**src/design/gbkccf_pkg.sv**
```systemverilog
// shared types and constants for the gbk character class filter
`default_nettype none
package gbkccf_pkg;

  typedef enum logic [2:0] {
    CLS_DIGIT   = 3'd0,
    CLS_SPACE   = 3'd1,
    CLS_LETTER  = 3'd2,
    CLS_HANZI   = 3'd3,
    CLS_UNKNOWN = 3'd4
  } char_class_t;

  typedef enum logic [2:0] {
    CFG_HANZI_MODE      = 3'd0,
    CFG_CLASS_DROP_MASK = 3'd1,
    CFG_SPACE_MODE      = 3'd2,
    CFG_FILTER_MODE     = 3'd3,
    CFG_WIDTH_MODE      = 3'd4,
    CFG_REPLACE_ENABLE  = 3'd5,
    CFG_REPLACE_SOURCE  = 3'd6,
    CFG_REPLACE_TARGET  = 3'd7
  } cfg_idx_t;

  localparam logic [1:0] HZ_KEEP = 2'd0;
  localparam logic [1:0] HZ_DROP = 2'd1;
  localparam logic [1:0] HZ_ONLY = 2'd2;
  localparam logic [1:0] HZ_ALT_DROP = 2'd3;

  localparam logic [1:0] SM_KEEP = 2'd0;
  localparam logic [1:0] SM_DROP_SPACE = 2'd1;
  localparam logic [1:0] SM_DROP_TAB = 2'd2;
  localparam logic [1:0] SM_DROP_ALL = 2'd3;

  localparam logic [1:0] FM_EDIT = 2'd0;
  localparam logic [1:0] FM_LINE = 2'd1;
  localparam logic [1:0] FM_DELETE = 2'd2;

  localparam logic [1:0] WM_NONE = 2'd0;
  localparam logic [1:0] WM_TO_HALF = 2'd1;
  localparam logic [1:0] WM_TO_FULL = 2'd2;

  localparam logic [1:0] VD_COPY = 2'd0;
  localparam logic [1:0] VD_EDIT = 2'd1;
  localparam logic [1:0] VD_DROP_LINE = 2'd2;

  localparam logic [7:0] CH_TAB = 8'h09;
  localparam logic [7:0] CH_NEWLINE = 8'h0A;
  localparam logic [7:0] CH_SPACE = 8'h20;
  localparam logic [7:0] FULL_LEAD = 8'hA3;
  localparam logic [7:0] HIGH_OFFSET = 8'h80;
  localparam logic [7:0] CASE_OFFSET = 8'h20;

  typedef struct packed {
    logic [7:0] lead_byte;
    logic [7:0] trail_byte;
    logic       trail_present;
  } in_beat_t;

  typedef struct packed {
    logic [7:0]  out_first;
    logic [7:0]  out_second;
    logic [1:0]  emit_count;
    logic [1:0]  consumed;
    logic [1:0]  verdict;
    char_class_t char_class;
  } out_beat_t;

endpackage
`default_nettype wire

```
**src/design/gbk_char_class_filter_unit.sv**
```systemverilog
// top level of the gbk character class filter: classify and rewrite one character per beat
//
// input channel in_valid/in_stall/in_data carries one gbk character per beat:
// lead byte, trail byte and a flag telling whether the trail byte exists.
// output channel out_valid/out_stall/out_data returns exactly one result per
// character: up to two emitted bytes, their count, the bytes consumed, a
// verdict and the character class.
// from input beat to output beat a character passes one input register,
// then the classify and edit logic, then the result register.
// throughput is one character per cycle while out_stall stays low; both
// registers advance whenever the downstream side is free, so a new beat is
// taken while a result waits. when out_stall is high the result holds and
// in_stall rises only once the input register is also full.
// cfg_we/cfg_index/cfg_data write the eight mode registers; writes are taken
// at once and are meant to happen only while the block is empty.
// synchronous reset (rst_n low) empties both registers and clears all modes.
`default_nettype none
module gbk_char_class_filter_unit (
  input  wire                   clk,
  input  wire                   rst_n,
  input  wire                   in_valid,
  output logic                  in_stall,
  input  gbkccf_pkg::in_beat_t  in_data,
  output logic                  out_valid,
  input  wire                   out_stall,
  output gbkccf_pkg::out_beat_t out_data,
  input  wire                   cfg_we,
  input  wire  [2:0]            cfg_index,
  input  wire  [7:0]            cfg_data
);

  logic [1:0] hanzi_mode_r;
  logic [1:0] class_drop_mask_r;
  logic [1:0] space_mode_r;
  logic [1:0] filter_mode_r;
  logic [1:0] width_mode_r;
  logic       replace_enable_r;
  logic [7:0] replace_source_r;
  logic [7:0] replace_target_r;

  logic                  s1_valid_r;
  gbkccf_pkg::in_beat_t  s1_data_r;
  logic                  out_valid_r;
  gbkccf_pkg::out_beat_t out_data_r;
  gbkccf_pkg::out_beat_t out_data_nxt;

  logic s2_en;
  logic s1_en;

  assign s2_en     = !out_valid_r || !out_stall;
  assign s1_en     = !s1_valid_r || s2_en;
  assign in_stall  = !s1_en;
  assign out_valid = out_valid_r;
  assign out_data  = out_data_r;

  // config registers
  always_ff @(posedge clk) begin
    if (!rst_n) begin
      hanzi_mode_r      <= '0;
      class_drop_mask_r <= '0;
      space_mode_r      <= '0;
      filter_mode_r     <= '0;
      width_mode_r      <= '0;
      replace_enable_r  <= 1'b0;
      replace_source_r  <= '0;
      replace_target_r  <= '0;
    end else if (cfg_we) begin
      case (gbkccf_pkg::cfg_idx_t'(cfg_index))
        gbkccf_pkg::CFG_HANZI_MODE:      hanzi_mode_r      <= cfg_data[1:0];
        gbkccf_pkg::CFG_CLASS_DROP_MASK: class_drop_mask_r <= cfg_data[1:0];
        gbkccf_pkg::CFG_SPACE_MODE:      space_mode_r      <= cfg_data[1:0];
        gbkccf_pkg::CFG_FILTER_MODE:     filter_mode_r     <= cfg_data[1:0];
        gbkccf_pkg::CFG_WIDTH_MODE:      width_mode_r      <= cfg_data[1:0];
        gbkccf_pkg::CFG_REPLACE_ENABLE:  replace_enable_r  <= cfg_data[0];
        gbkccf_pkg::CFG_REPLACE_SOURCE:  replace_source_r  <= cfg_data;
        gbkccf_pkg::CFG_REPLACE_TARGET:  replace_target_r  <= cfg_data;
        default: ;
      endcase
    end
  end

  // pipeline valids
  always_ff @(posedge clk) begin
    if (!rst_n) begin
      s1_valid_r  <= 1'b0;
      out_valid_r <= 1'b0;
    end else begin
      if (s1_en) s1_valid_r <= in_valid;
      if (s2_en) out_valid_r <= s1_valid_r;
    end
  end

  always_ff @(posedge clk) begin
    if (s1_en && in_valid) s1_data_r <= in_data;
    if (s2_en && s1_valid_r) out_data_r <= out_data_nxt;
  end

  // classify and edit
  logic [7:0]              a;
  logic [7:0]              b;
  logic                    two_byte;
  logic [1:0]              step;
  gbkccf_pkg::char_class_t cls;
  logic                    drop_hz;
  logic                    drop_dg;
  logic                    drop_lt;
  logic                    is_tab;
  logic                    is_space;
  logic                    rep_hit;
  logic [7:0]              lower_a;
  logic                    conv_done;
  logic [7:0]              conv_first;
  logic [7:0]              conv_second;
  logic [1:0]              conv_count;
  logic                    kill;
  logic                    del;
  logic                    done;
  logic                    copy;
  logic [7:0]              o_first;
  logic [7:0]              o_second;
  logic [1:0]              o_count;
  logic [1:0]              o_verdict;

  assign a        = s1_data_r.lead_byte;
  assign b        = s1_data_r.trail_present ? s1_data_r.trail_byte : 8'h00;
  assign two_byte = (b != 8'h00) && (a > 8'h80) && (a != 8'hFF);
  assign step     = two_byte ? 2'd2 : 2'd1;
  assign drop_hz  = (hanzi_mode_r == gbkccf_pkg::HZ_DROP) ||
                    (hanzi_mode_r == gbkccf_pkg::HZ_ALT_DROP);
  assign drop_dg  = class_drop_mask_r[0];
  assign drop_lt  = class_drop_mask_r[1];
  assign is_tab   = (a == gbkccf_pkg::CH_TAB);
  assign is_space = (a == gbkccf_pkg::CH_SPACE);
  assign rep_hit  = replace_enable_r && (replace_source_r == a);
  assign lower_a  = (a inside {[8'h41:8'h5A]}) ? a + gbkccf_pkg::CASE_OFFSET : a;

  always_comb begin
    if (a inside {[8'h30:8'h39]}) begin
      cls = gbkccf_pkg::CLS_DIGIT;
    end else if (a == gbkccf_pkg::FULL_LEAD && (b inside {[8'hB0:8'hB9]})) begin
      cls = gbkccf_pkg::CLS_DIGIT;
    end else if (a inside {gbkccf_pkg::CH_TAB, gbkccf_pkg::CH_SPACE, 8'h80}) begin
      cls = gbkccf_pkg::CLS_SPACE;
    end else if ((a inside {[8'hA1:8'hA7]}) && b == 8'hA0) begin
      cls = gbkccf_pkg::CLS_SPACE;
    end else if (a inside {[8'h41:8'h5A], [8'h61:8'h7A]}) begin
      cls = gbkccf_pkg::CLS_LETTER;
    end else if (a == gbkccf_pkg::FULL_LEAD && (b inside {[8'hC1:8'hDA], [8'hE1:8'hFA]})) begin
      cls = gbkccf_pkg::CLS_LETTER;
    end else if ((a inside {[8'h80:8'hA0], [8'hB0:8'hF7]}) &&
                 (b inside {[8'h40:8'hFE]}) && b != 8'h7F) begin
      cls = gbkccf_pkg::CLS_HANZI;
    end else if ((a inside {[8'hAA:8'hAF], [8'hF8:8'hFE]}) &&
                 (b inside {[8'h40:8'hA0]}) && b != 8'h7F) begin
      cls = gbkccf_pkg::CLS_HANZI;
    end else begin
      cls = gbkccf_pkg::CLS_UNKNOWN;
    end
  end

  // width conversion, then replacement
  always_comb begin
    conv_done   = 1'b1;
    conv_first  = 8'h00;
    conv_second = 8'h00;
    conv_count  = 2'd1;
    if (width_mode_r == gbkccf_pkg::WM_TO_HALF && two_byte) begin
      conv_first = b - gbkccf_pkg::HIGH_OFFSET;
    end else if (width_mode_r == gbkccf_pkg::WM_TO_FULL && !two_byte) begin
      conv_first  = gbkccf_pkg::FULL_LEAD;
      conv_second = lower_a + gbkccf_pkg::HIGH_OFFSET;
      conv_count  = 2'd2;
    end else if (rep_hit) begin
      conv_first = replace_target_r;
    end else begin
      conv_done  = 1'b0;
      conv_count = 2'd0;
    end
  end

  always_comb begin
    o_first   = 8'h00;
    o_second  = 8'h00;
    o_count   = 2'd0;
    o_verdict = gbkccf_pkg::VD_COPY;
    copy      = 1'b0;
    kill      = 1'b0;
    del       = 1'b0;
    done      = 1'b0;
    if (hanzi_mode_r == gbkccf_pkg::HZ_ONLY) begin
      if (cls == gbkccf_pkg::CLS_HANZI) begin
        o_first   = a;
        o_second  = b;
        o_count   = 2'd2;
        o_verdict = gbkccf_pkg::VD_EDIT;
      end else if (a == gbkccf_pkg::CH_NEWLINE) begin
        o_first = a;
        o_count = 2'd1;
      end else begin
        o_verdict = (filter_mode_r == gbkccf_pkg::FM_LINE) ?
                    gbkccf_pkg::VD_DROP_LINE : gbkccf_pkg::VD_EDIT;
      end
    end else if (filter_mode_r == gbkccf_pkg::FM_LINE) begin
      case (cls)
        gbkccf_pkg::CLS_DIGIT:  kill = drop_dg;
        gbkccf_pkg::CLS_HANZI:  kill = drop_hz;
        gbkccf_pkg::CLS_LETTER: kill = drop_lt;
        gbkccf_pkg::CLS_SPACE:
          kill = (space_mode_r == gbkccf_pkg::SM_DROP_ALL) ||
                 (space_mode_r == gbkccf_pkg::SM_DROP_TAB && is_tab) ||
                 (space_mode_r == gbkccf_pkg::SM_DROP_SPACE && is_space);
        default: kill = 1'b0;
      endcase
      if (kill) o_verdict = gbkccf_pkg::VD_DROP_LINE;
      else copy = 1'b1;
    end else if (filter_mode_r == gbkccf_pkg::FM_DELETE) begin
      del = (cls == gbkccf_pkg::CLS_HANZI && drop_hz) ||
            (cls == gbkccf_pkg::CLS_DIGIT && drop_dg) ||
            (cls == gbkccf_pkg::CLS_SPACE && space_mode_r != gbkccf_pkg::SM_KEEP) ||
            (cls == gbkccf_pkg::CLS_LETTER && drop_lt) ||
            (cls == gbkccf_pkg::CLS_UNKNOWN && a != gbkccf_pkg::CH_NEWLINE);
      if (del) o_verdict = gbkccf_pkg::VD_EDIT;
      else copy = 1'b1;
    end else begin
      case (cls)
        gbkccf_pkg::CLS_DIGIT: begin
          del  = drop_dg;
          done = !drop_dg && conv_done;
        end
        gbkccf_pkg::CLS_HANZI: del = drop_hz;
        gbkccf_pkg::CLS_SPACE: begin
          del  = (space_mode_r == gbkccf_pkg::SM_DROP_ALL) ||
                 (space_mode_r == gbkccf_pkg::SM_DROP_TAB && !two_byte && is_tab) ||
                 (space_mode_r == gbkccf_pkg::SM_DROP_SPACE && !two_byte && is_space);
          done = !del && conv_done;
        end
        gbkccf_pkg::CLS_LETTER: begin
          del  = drop_lt;
          done = !drop_lt && conv_done;
        end
        default: begin
          del  = 1'b0;
          done = !two_byte && rep_hit;
        end
      endcase
      if (done) begin
        if (cls == gbkccf_pkg::CLS_UNKNOWN) begin
          o_first = replace_target_r;
          o_count = 2'd1;
        end else begin
          o_first  = conv_first;
          o_second = conv_second;
          o_count  = conv_count;
        end
      end
      if (del || done) o_verdict = gbkccf_pkg::VD_EDIT;
      else copy = 1'b1;
    end
    if (copy) begin
      o_first   = a;
      o_second  = two_byte ? b : 8'h00;
      o_count   = step;
      o_verdict = gbkccf_pkg::VD_COPY;
    end
  end

  always_comb begin
    out_data_nxt.out_first  = o_first;
    out_data_nxt.out_second = o_second;
    out_data_nxt.emit_count = o_count;
    out_data_nxt.consumed   = step;
    out_data_nxt.verdict    = o_verdict;
    out_data_nxt.char_class = cls;
  end

endmodule
`default_nettype wire
```
**config.mk**
```make
export PLATFORM = sky130hd
export DESIGN_NAME = gbk_char_class_filter_unit
export DESIGN_NICKNAME = d
export VERILOG_FILES = /design/src/design/gbkccf_pkg.sv /design/src/design/gbk_char_class_filter_unit.sv
export SDC_FILE = /design/constraint.sdc
export NUM_CORES = 1
export LEC_CHECK = 0
export BUFFER_PORTS_ARGS = -buffer_cell sky130_fd_sc_hd__buf_2
export CAP_MARGIN = 0
export CORE_ASPECT_RATIO = 0.8
export CORE_MARGIN = 2
export CORE_UTILIZATION = 38
export DETAILED_ROUTE_END_ITERATION = 10
export GPL_ROUTABILITY_DRIVEN = 0
export GPL_TIMING_DRIVEN = 0
export SYNTH_ARGS = -nofsm -noshare
export SYNTH_HDL_FRONTEND = slang
export SYNTH_SLANG_ARGS = --single-unit
```
**constraint.sdc**
```tcl
create_clock -name clk -period 3.2 [get_ports clk]
set_input_delay 0.64 -clock clk [delete_from_list [all_inputs] [get_ports clk]]
set_output_delay 0.64 -clock clk [all_outputs]
set_load 0.1 [all_outputs]
```
# Word level (Yosys, flattened, before mapping)
# Cells that the tools add are included.
[word_totals]
reg_bits = 71
in_bits = 33
out_inout_bits = 27
word_cells = 230
[classes]
add_sub_neg = 3
order_cmp = 26
n_eq_ne = 31
n_mux = 72
n_reduce_logical = 79
[ops]
columns = ["cell", "count"]
rows = [
  ["$mux W8", 23],
  ["$le A8 B8 Y1 const B", 10],
  ["$ge A8 B8 Y1 const B", 8],
  ["$logic_and A1 B1 Y1", 42],
  ["$mux W2", 17],
  ["$eq A8 B8 Y1 const B", 3],
  ["$ge A8 B7 Y1 const B", 3],
  ["$mux W3", 8],
  ["$mux W1", 21],
  ["$eq A8 B4 Y1 const B", 2],
  ["$le A8 B7 Y1 const B", 2],
  ["$reduce_and A2 Y1", 8],
  ["$eq A3 B3 Y1 const B", 5],
  ["$eq A2 B2 Y1 const B", 6],
  ["$eq A3 B2 Y1 const B", 4],
  ["$logic_or A1 B1 Y1", 12],
  ["$pmux W1 S4", 3],
  ["$reduce_bool A2 Y1", 5],
  ["$add A8 B6 Y8 const B", 1],
  ["$add A8 B8 Y8 const B", 1],
  ["$eq A2 B1 Y1 const B", 4],
  ["$eq A8 B6 Y1 const B", 1],
  ["$eq A8 B8 Y1", 1],
  ["$ge A8 B6 Y1 const B", 1],
  ["other kinds (11)", 20],
]

# Longest topological paths before layout
# Gate-level depths: netlist (run 1).
[depth]
ltp_word = 24
mapped_depth = 13
depth_no_buf = 12

# Worst setup path before layout (run 1)
# Ideal clock, no wire load.
[synth_timing]
path_kind = "reg-to-reg"
start = "register s1_data_r (netlist bit a[3])"
end = "register out_data_r (netlist bit out_data[11]) (data pin)"
setup_time_ns = 0.264
arrival_time_ns = 2.914
required_time_ns = 2.936
slack_ns = 0.022
stages_incl_launch_ff = 11
path_buffers = 1
period_less_slack_ns = 3.178
path_cell_list = "edfxtp_1 -> or4_4 -> o32a_1 -> and4_1 -> buf_6 -> or4b_4 -> nor3_1 -> o32ai_1 -> a21o_1 -> a31oi_4 -> o21ai_1"
[synth_via]
elab_chain_cells = 24
elab_cells_between_ends = 119
cone_classes = "1 x add/sub; 17 x order compare; 11 x eq/ne; 39 x mux; 51 x reduce/logical"
[synth_rtl]
columns = ["item", "line_no", "text"]
rows = [
  ["start, declared", "gbk_char_class_filter_unit.sv:42", "gbkccf_pkg::in_beat_t s1_data_r;"],
  ["start signal, assigned", "gbk_char_class_filter_unit.sv:94", "if (s1_en && in_valid) s1_data_r <= in_data;"],
  ["$ge A8 B8 Y1 or $le A8 B8 Y1 (tied branches)", "gbk_char_class_filter_unit.sv:153", "end else if ((a inside {[8'hAA:8'hAF], [8'hF8:8'hFE]}) &&"],
  ["$logic_and A1 B1 Y1", "gbk_char_class_filter_unit.sv:153", ""],
  ["$reduce_bool A2 Y1", "gbk_char_class_filter_unit.sv:153", ""],
  ["$logic_and A1 B1 Y1", "gbk_char_class_filter_unit.sv:153", ""],
  ["$logic_and A1 B1 Y1", "gbk_char_class_filter_unit.sv:154", "(b inside {[8'h40:8'hA0]}) && b != 8'h7F) begin"],
  ["$mux W3", "gbk_char_class_filter_unit.sv:153", ""],
  ["$mux W3", "gbk_char_class_filter_unit.sv:150", "end else if ((a inside {[8'h80:8'hA0], [8'hB0:8'hF7]}) &&"],
  ["$mux W3", "gbk_char_class_filter_unit.sv:148", "end else if (a == gbkccf_pkg::FULL_LEAD && (b inside {[8'hC1:8'hDA], [8'hE1:8'hFA]})) begin"],
  ["[... 9 more ...]", "n/a", ""],
  ["$mux W1 or $logic_or A1 B1 Y1 (tied branches)", "gbk_char_class_filter_unit.sv:190, gbk_char_class_filter_unit.sv:219", ""],
  ["$logic_or A1 B1 Y1 (on tied branches)", "gbk_char_class_filter_unit.sv:256, gbk_char_class_filter_unit.sv:220", ""],
  ["$mux W1 (on tied branches)", "gbk_char_class_filter_unit.sv:256, gbk_char_class_filter_unit.sv:222", ""],
  ["$mux W1", "gbk_char_class_filter_unit.sv:216", "end else if (filter_mode_r == gbkccf_pkg::FM_DELETE) begin"],
  ["$mux W1", "gbk_char_class_filter_unit.sv:203", "end else if (filter_mode_r == gbkccf_pkg::FM_LINE) begin"],
  ["$mux W1", "gbk_char_class_filter_unit.sv:190", "if (hanzi_mode_r == gbkccf_pkg::HZ_ONLY) begin"],
  ["$mux W8 (*)", "gbk_char_class_filter_unit.sv:259", "if (copy) begin"],
  ["via o_second[2]", "gbk_char_class_filter_unit.sv:120", "logic [7:0] o_second;"],
  ["end signal, assigned", "gbk_char_class_filter_unit.sv:95", "if (s2_en && s1_valid_r) out_data_r <= out_data_nxt;"],
  ["end, declared", "gbk_char_class_filter_unit.sv:44", "gbkccf_pkg::out_beat_t out_data_r;"],
]
# The timed path passes the listed nets; every way through them passes the cells marked *. The select of a mux whose other input is x is not followed.
# A chain may end at the register's enable or synchronous reset.

# Final worst setup path (run 1)
[layout_timing]
start = "register s1_data_r (netlist bit a[0])"
end = "register out_data_r (netlist bit out_data[17]) (data pin)"
[layout_via]
elab_chain_cells = 24
elab_cells_between_ends = 119
cone_classes = "17 x order compare; 12 x eq/ne; 39 x mux; 51 x reduce/logical"
[layout_rtl]
columns = ["item", "line_no", "text"]
rows = [
  ["$ge A8 B8 Y1 or $le A8 B8 Y1 (tied branches)", "gbk_char_class_filter_unit.sv:153", ""],
  ["$logic_and A1 B1 Y1", "gbk_char_class_filter_unit.sv:153", ""],
  ["$reduce_bool A2 Y1", "gbk_char_class_filter_unit.sv:153", ""],
  ["$logic_and A1 B1 Y1", "gbk_char_class_filter_unit.sv:153", ""],
  ["$logic_and A1 B1 Y1", "gbk_char_class_filter_unit.sv:154", ""],
  ["$mux W3", "gbk_char_class_filter_unit.sv:153", ""],
  ["$mux W3", "gbk_char_class_filter_unit.sv:150", ""],
  ["$mux W3", "gbk_char_class_filter_unit.sv:148", ""],
  ["[... 9 more ...]", "n/a", ""],
  ["$mux W1 or $logic_or A1 B1 Y1 (tied branches)", "gbk_char_class_filter_unit.sv:190, gbk_char_class_filter_unit.sv:219", ""],
  ["$logic_or A1 B1 Y1 (on tied branches)", "gbk_char_class_filter_unit.sv:256, gbk_char_class_filter_unit.sv:220", ""],
  ["$mux W1 (on tied branches)", "gbk_char_class_filter_unit.sv:256, gbk_char_class_filter_unit.sv:222", ""],
  ["$mux W1", "gbk_char_class_filter_unit.sv:216", ""],
  ["$mux W1", "gbk_char_class_filter_unit.sv:203", ""],
  ["$mux W1", "gbk_char_class_filter_unit.sv:190", ""],
  ["$mux W8 (*)", "gbk_char_class_filter_unit.sv:259", ""],
  ["via o_first[0]", "gbk_char_class_filter_unit.sv:119", "logic [7:0] o_first;"],
]
# Marks and branches as above.

==> impl_metrics.tcl, run 1 <==
set metrics [dict create \
    outcome "finished with violations" \
    violations "setup timing" \
    rsz0062_at_grt "yes" \
    clock_latency_ns 0.34 \
    synth_top_family_by_area "simple AND/OR/NAND/NOR gates" \
    global_route.usage.total_pct 19.7 \
    cp-endpoint "out_data[17]$_DFFE_PP_" \
    synth-seq-cells 71 \
    ir_drop_v 0.000229 \
    hold_violations 0 \
    wire_per_inst_um 16.6 \
    rows 32 \
    fmax_ghz 0.292 \
    syn_area_per_cell_um2 9.75 \
    die_w_um 116 \
    regToRegStartpoint "a[0]$_DFFE_PP_" \
    synth_fa_ha_area_share_pct 1.32 \
    synthMuxAreaShare_pct 2.78 \
    cp_top_family "simple AND/OR/NAND/NOR gates" \
    drive_above_1_share_pct 31.8 \
    dpl_cell_area_mm2 0.00425 \
    ys_types 69 \
    htree_levels 3 \
    grt_overflow 0 \
    yosysSeqAreaShare_pct 48.7 \
    r2r_slack_ns -0.22 \
    fin_crit_ns 3.42 \
    final_nets 519 \
    synth_warnings 0 \
    vias 3345 \
    path_buf_inv 0 \
    fin_worst_skew_ns 0.0111 \
    synthFlopType "edfxtp_1" \
    grt_pass1_wl_mm 16.0 \
    dp_hpwl_mm 7.40 \
    finalMaxSlewViolations 0 \
    path_class "flip-flop to flip-flop" \
    final_common_cell "nand2_1" \
    port_buffers 57 \
    ant_nets 0 \
    grt_pass1_vias 3051 \
    grt_max_degree 18 \
    crit_path_start "a[0]$_DFFE_PP_" \
    worstHoldStart "in_data[12]" \
    layout_common_cells "60 x nand2_1, 58 x buf_2, 42 x edfxtp_1" \
    final_core_util_pct 51.8 \
    worst_ep_required_time_ns 3.28 \
    drcViolationCount 0 \
    critPathMaxFanout 4 \
    setup_viol 18 \
    syn_nets 425 \
    fin_ws_ns -0.225 \
    drt_iter0_drc 190 \
    die_area_mm2 0.0108 \
    arrival_ns 3.50 \
    antenna_cells 0 \
    fin_total_pwr_mw 2.39 \
    slowest_stage "or4_4" \
    area_delta_synth_final_pct 32.2 \
    min_period_over_period_pct 107 \
    routed_via_density 5.37 \
    async_reset_ff_share_pct 0 \
    clock_path_buffers 2 \
    post-place-ws_ns -0.419 \
    placed_cells 582 \
    io_pins 60 \
    antenna_found_initial 0 \
    rr_endpoint "out_data[17]$_DFFE_PP_" \
    worstMarginPinSlew_ns 0.951 \
    setup_tns_ns -3.18 \
    core_area_mm2 0.00965 \
    hold_ws_ns 0.477 \
    wl_mm 10.3 \
    yosys.area_share.simple_pct 21.8 \
    slew_headroom_pct 36.3 \
    worstPathCellList "or4_4 > o32a_1 > and4_4 > or4b_4 > nor3_4 > o32ai_4 > a211oi_2 > nor2_1 > a21o_1" \
    synth-xor-area-share_pct 2.08 \
    cts_tree "done" \
    r2r_cells 9 \
    synth_edf_count 42 \
    hp-class "primary input to flip-flop" \
    synth_compound_area_share_pct 20.5 \
    endpoint_kind "flip-flop" \
    cts.sinks 71 \
    cts_buffers 9 \
    clk_pin_slew_worst_paths_ns 0.06 \
    first_pass_iters 5 \
    start_util_pct 39.2 \
    crit_path_start_kind "flip-flop" \
    syn_inst 388 \
    cts_root_buffer "clkbuf_16" \
    fin_cells 623 \
    cp_num_cells 9 \
    cap_violations 0 \
    leakagePower_nw 1.82 \
    slowest_delay_ns 0.57 \
    die_y_um 93.2 \
    design_area_mm2 0.00500 \
    power.density_mw_per_mm2 479 \
    syn_area_mm2 0.00378 \
]
[state kept, by name, summed over array words and instances (netlist names), 2 cells and up]
signal and flops:
filter_mode_r 2, s1_data_r 9, replace_source_r 8, space_mode_r 2, hanzi_mode_r 2, class_drop_mask_r 2, out_data 25, width_mode_r 2
replace_target_r 8, a 8
[where the power goes]
group	switching, mW	leakage [nW]	internal (mW)
Sequential	0.0307	0.632	1.01
Combinational	0.265	1.04	0.116
Clock	0.391	0.145	0.579
Total	0.687	1.82	1.71
[cells by family after synthesis]
family	after synthesis
flops	71
buf+inv	26
mux	10
fa+ha+maj	4
compound gates	106
simple gates	162
xor+xnor	9
[how the worst min path moves through the flow]
stage	endpoint	slack (ns)	cells past startpoint
after detailed placement	replace_source_r[3]$_SDFFE_PN0P_	0.47	2
final	a[3]$_DFFE_PP_	0.48	1
after global placement	replace_source_r[4]$_SDFFE_PN0P_	0.47	2
after floorplan	replace_target_r[1]$_SDFFE_PN0P_	0.44	2
after global routing	s1_data_r[8]$_DFFE_PP_	0.47	1
after CTS	a[3]$_DFFE_PP_	0.47	1
[layout make-up]
class,count,area [µm²]
sequential,71,1840
inverter,10,40.0
multi-input combinational,292,2080
fill,890,4650
timing repair buffer,83,492
clock inverter,6,47.5
buffer,15,73.8
tap,136,170
clock buffer,10,250
[per-layer routing]
layer  global-route usage (%)  wire length, µm  vias to the layer above
met3                     4.28              774                       15
met1                     28.6             5020                     1536
met5                        0                0                        -
met4                     5.92              156                        0
met2                     29.3             4380                      153
li1                         -                -                     1641
[synth_stat cells (5+ instances only)]
library cell  count  area [µm²]
o21ai_0          10        50.1
edfxtp_1         42        1260
o21ai_1           9        45.0
nand3_1           7        35.0
nand2b_1          5        31.3
a21oi_1          13        65.1
dfxtp_1          29         581
xnor2_1           9        78.8
nor2_1           28         105
inv_1            10        37.5
nor3_1            7        35.0
clkbuf_1         13        48.8
nor4_1            7        43.8
a21boi_0         19         143
o211ai_1          5        37.5
mux2i_1           9        90.1
a21o_1            6        45.0
nor2b_1          16         100
nand2_1          60         225
[timing repair]
item | CTS | global route
setup buffers | 14 | 12
cloned | 1 | 0
endpoints found under the setup margin | 20 | 20
hold endpoints to repair | 0 | 0
pin swaps | 12 | 17
hold buffers | 0 | 0
gates resized for setup | 26 | 34
[worst reg2reg max path, stage by stage, from the launching register on]
cell and delay, ns:
edfxtp_1 0.42, or4_4 0.57, o32a_1 0.38, and4_4 0.20, or4b_4 0.57, nor3_4 0.22, o32ai_4 0.13, a211oi_2 0.30
nor2_1 0.16, a21o_1 0.23
Power figures use the tool's default switching activity.
==> inputs of run 2 (changes only) <==
- MAX_ROUTING_LAYER: unset -> met4
==> impl_metrics.tcl, run 2 (synthesis gave the netlist of run 1 again) <==
set metrics [dict create \
    drt_iter0_drc 222 \
    htree_levels 3 \
    crit_path_start_kind "flip-flop" \
    vias 3370 \
    finalMaxSlewViolations 0 \
    core_area_mm2 0.00965 \
    grt_pass1_wl_mm 16.0 \
    grt_max_degree 18 \
    fin_crit_ns 3.40 \
    worstHoldPathCells 1 \
    fin_worst_skew_ns 0.0107 \
    layout_common_cells "60 x nand2_1, 58 x buf_2, 42 x edfxtp_1" \
    rows 32 \
    grt-busiest-layer "met2" \
    r2r_slack_ns -0.20 \
    grt_pass1_vias 3057 \
    routed_via_density 5.42 \
    clock_latency_ns 0.34 \
    drcViolationCount 0 \
    wire_per_inst_um 16.6 \
    endpoint_kind "flip-flop" \
    critPathMaxFanout 4 \
    wl_mm 10.3 \
    fmax_ghz 0.294 \
    cts.sinks 71 \
    met2_usage_pct 29.3 \
    hold_violations 0 \
    hp-class "primary input to flip-flop" \
    final_nets 518 \
    port_buffers 57 \
    antenna_cells 0 \
    cts_buffers 9 \
    fin_cells 622 \
    largest_reg_flops 25 \
    final_core_util_pct 51.2 \
    die_area_mm2 0.0108 \
    arrival_ns 3.60 \
    ant_nets 0 \
    rr_endpoint "out_data[7]$_DFFE_PP_" \
    grt_overflow 0 \
    rsz0062_at_grt "yes" \
    regToRegStartpoint "a[0]$_DFFE_PP_" \
    worst_ep_required_time_ns 3.39 \
    hold_end "a[7]$_DFFE_PP_" \
    antenna_found_initial 0 \
    gr-usage-met1_pct 28.6 \
    outcome "finished with violations" \
    drive_above_1_share_pct 30.9 \
    cap_violations 0 \
    fillCellCount 903 \
    cts_root_buffer "clkbuf_16" \
    leakagePower_nw 1.81 \
    first_pass_iters 4 \
    die_w_um 116 \
    clk_pin_slew_worst_paths_ns 0.06 \
    r2r_cells 10 \
    io_pins 60 \
    ir_drop_v 0.000229 \
    die_y_um 93.2 \
    area_delta_synth_final_pct 30.8 \
    worstMarginPinSlew_ns 0.922 \
    worstHoldStart "in_data[16]" \
    slew_headroom_pct 38.2 \
    final_common_cell "nand2_1" \
    use_met3_pct 4.15 \
    setup_viol 18 \
    cts_tree "done" \
    dp_hpwl_mm 7.40 \
    min_period_over_period_pct 106 \
    placed_cells 582 \
    clock_path_buffers 2 \
    path_class "flip-flop to flip-flop" \
    violations "setup timing" \
    start_util_pct 39.2 \
    global_route.usage.total_pct 20.2 \
    power.density_mw_per_mm2 483 \
    fin_ws_ns -0.203 \
]
run 2: cell type report:
class                   count  area [µm²]  area share [%]
well taps                 136         170            3.44
clock buffers              10         250            5.06
multi-input cells         292        2040            41.3
flip-flops and latches     71        1840            37.2
repair buffers             82         480            9.72
inverters                  10        40.0           0.810
clock inverters             6        47.5           0.962
plain buffers              15        73.8            1.49
run 2: repair_timing:
item,4_1_cts,5_1_grt
pin swaps,12,16
buffers inserted,14,11
resized for setup,26,27
hold buffers,0,0
endpoints found under the setup margin,20,20
cloned,1,0
endpoints found under the hold margin,0,0
run 2: worst max-delay path by stage:
stage | endpoint | from | depth (start not counted) | slack [ns]
2_1_floorplan | out_data[11]$_DFFE_PP_ | a[3]$_DFFE_PP_ | 10 | 0.02
3_3_place_gp | out_data[16]$_DFFE_PP_ | out_stall | 2 | -0.74
3_5_place_dp | out_data[7]$_DFFE_PP_ | a[4]$_DFFE_PP_ | 9 | -0.42
4_1_cts | out_data[17]$_DFFE_PP_ | a[1]$_DFFE_PP_ | 10 | -0.16
5_1_grt | out_data[8]$_DFFE_PP_ | a[0]$_DFFE_PP_ | 10 | -0.31
6_report | out_data[7]$_DFFE_PP_ | a[0]$_DFFE_PP_ | 10 | -0.20
run 2: stage by stage:
step | power, mW | setup TNS, ns | setup slack [ns] | instance area [µm²] | hold WS (ns)
2_1_floorplan | 1.31 | 0 | 0.0220 | 3780 | 0.444
3_3_place_gp | 1.39 | -24.89 | -0.742 | 4240 | 0.466
3_5_place_dp | 1.40 | -6.48 | -0.419 | 4250 | 0.474
4_1_cts | 2.39 | -2.06 | -0.156 | 4790 | 0.474
5_1_grt | 2.48 | -4.88 | -0.309 | 4940 | 0.468
6_report | 2.39 | -2.89 | -0.203 | 4940 | 0.477
run 2: report_power, final:
| part | internal (mW) | switching (mW) | leakage [nW] |
|---|---|---|---|
| logic | 0.113 | 0.263 | 1.03 |
| clock network | 0.579 | 0.391 | 0.145 |
| registers | 1.01 | 0.0308 | 0.632 |
run 2: per-layer routing:
layer / wire (µm) / vias up
met5: 0 / -
met4: 176 / 0
met3: 763 / 18
met2: 4360 / 140
met1: 5030 / 1575
li1: - / 1637
run 2: worst max-delay path: stages, from the launching register on:
cell	delay, ns
edfxtp_1	0.42
or4_4	0.56
o32a_1	0.38
and4_4	0.20
or4b_4	0.57
nor3_4	0.21
o32ai_4	0.13
a21o_4	0.26
buf_4	0.14
mux2_4	0.29
a21oi_2	0.11
==> inputs of run 3 (changes only) <==
- CORE_UTILIZATION: 38 -> 47
- CTS_CLUSTER_SIZE: unset -> 40
- PLACE_DENSITY: unset -> 0.71
==> impl_metrics.tcl, run 3 (synthesis gave the netlist of run 1 again) <==
set metrics [dict create \
    outcome "finished with violations" \
    violations "setup timing" \
    die_y_um 84.2 \
    drt_iter0_drc 340 \
    leakagePower_nw 1.79 \
    largest_reg_flops 25 \
    critPathMaxFanout 3 \
    post-place-ws_ns -0.415 \
    cts.sinks 71 \
    met2_usage_pct 35.7 \
    final_nets 520 \
    clk_pin_slew_worst_paths_ns 0.07 \
    rsz0062_at_grt "yes" \
    setup_viol 18 \
    dp_hpwl_mm 7.00 \
    fmax_ghz 0.292 \
    min_period_over_period_pct 107 \
    drive_above_1_share_pct 30.5 \
    wl_mm 10.3 \
    worstMarginPinSlew_ns 0.894 \
    seq_power_share_pct 48.6 \
    clock_path_buffers 2 \
    grt-busiest-layer "met2" \
    worst_ep_required_time_ns 3.28 \
    global_route.usage.total_pct 24.2 \
    hold_buffers 0 \
    htree_levels 3 \
    gr-usage-met1_pct 32.5 \
    rows 29 \
    grt_overflow 0 \
    first_pass_iters 5 \
    p_comb_share_pct 17.9 \
    crit_path_start_kind "flip-flop" \
    power.density_mw_per_mm2 439 \
    endpoint_kind "flip-flop" \
    fin_ws_ns -0.230 \
    die_w_um 104 \
    wire_per_inst_um 17.2 \
    ir_drop_v 0.000257 \
    grt_pass1_vias 3174 \
    slew_headroom_pct 40.1 \
    cts_buffers 9 \
    finalMaxSlewViolations 0 \
    arrival_ns 3.51 \
    start_util_pct 48.0 \
    port_buffers 57 \
    cap_violations 0 \
    p_clk_share_pct 33.5 \
    hold_violations 0 \
    switching_share_pct 29.7 \
    fin_total_pwr_mw 2.14 \
    cts_tree "done" \
    antenna_found_initial 0 \
    core_area_mm2 0.00787 \
    area_delta_synth_final_pct 28.9 \
    final_common_cell "nand2_1" \
    io_pins 60 \
    fin_worst_skew_ns 0.0108 \
    clock_latency_ns 0.36 \
    hold_ws_ns 0.452 \
    switching_power_uw 636 \
    antenna_cells 0 \
    grt_max_degree 20 \
    cts_root_buffer "clkbuf_8" \
    hp-class "primary input to flip-flop" \
    grt_pass1_wl_mm 16.2 \
    layout_common_cells "60 x nand2_1, 57 x buf_2, 42 x edfxtp_1" \
    ant_nets 0 \
    fin_crit_ns 3.43 \
    power.internal_mw 1.50 \
    die_area_mm2 0.00878 \
    routed_via_density 5.72 \
    path_class "flip-flop to flip-flop" \
    setup_tns_ns -2.61 \
    use_met3_pct 7.69 \
    vias 3409 \
    drcViolationCount 0 \
    fillCellCount 649 \
]
==> run 3: changes by cell type in the layout (fill, tap and decap cells not counted), sizes merged <==
cell	before	now
clkbuf	22	26
clkinv	2	3
inv	13	11
clkinvlp	1	0
==> run 3: critical path, cell delays in order, from the launching register on <==
cell and delay [ns]:
edfxtp_1 0.42, buf_4 0.16, or3b_4 0.40, or4_4 0.54, a311oi_2 0.22, buf_4 0.18
buf_6 0.09, o21ba_4 0.13, o31a_1 0.20, o32ai_4 0.12, a211oi_4 0.39, buf_4 0.20
o32ai_2 0.09
==> run 3: metrics by stage <==
stage | cell area, µm² | std cells | utilization (%)
6_report | 4870 | 596 | 61.9
5_1_grt | 4870 | 596 | 61.9
4_1_cts | 4680 | 588 | 59.4
3_5_place_dp | 4220 | 554 | 53.6
3_3_place_gp | 4200 | 553 | 53.4
2_1_floorplan | 3780 | 388 | -
==> run 3: layout make-up <==
type                       count  area, µm²  area share [%]
multi-input combinational    292       2080            42.7
sequential                    71       1840            37.8
tap                          108        135            2.77
buffer                        15       73.8            1.51
clock inverter                 4       23.8           0.488
clock buffer                  12        178            3.64
inverter                      10       37.5           0.770
timing repair buffer          84        503            10.3
==> run 3: power by group through the flow <==
stage | Clock (mW) | Sequential (mW) | Combinational (mW)
after floorplan | 0 | 1.18 | 0.132
after global placement | 0 | 1.06 | 0.325
after detailed placement | 0 | 1.06 | 0.332
after CTS | 0.721 | 1.04 | 0.359
after global routing | 0.760 | 1.05 | 0.403
final | 0.715 | 1.04 | 0.383
==> run 3: worst paths after layout <==
check,startpoint,cells after the start,endpoint,slack [ns]
worst min-delay path,in_data[10],1,a[1]$_DFFE_PP_,0.45
worst min register to register,replace_source_r[1]$_SDFFE_PN0P_,2,replace_source_r[1]$_SDFFE_PN0P_,0.48
worst max-delay path,a[6]$_DFFE_PP_,12,out_data[22]$_DFFE_PP_,-0.23
worst max register to register,a[6]$_DFFE_PP_,12,out_data[22]$_DFFE_PP_,-0.23
==> run 3: per-layer routing <==
layer,part of all wire [%],vias up
met4,1.9,0
met5,0,-
met3,8.0,26
met1,45,1568
li1,-,1638
met2,45,177
==> run 3: what timing repair did <==
item | 4_1_cts | 5_1_grt
pin swaps | 13 | 11
buffers inserted | 18 | 9
gates cloned | 1 | 0
setup endpoints to repair | 20 | 20
resized for setup | 24 | 33
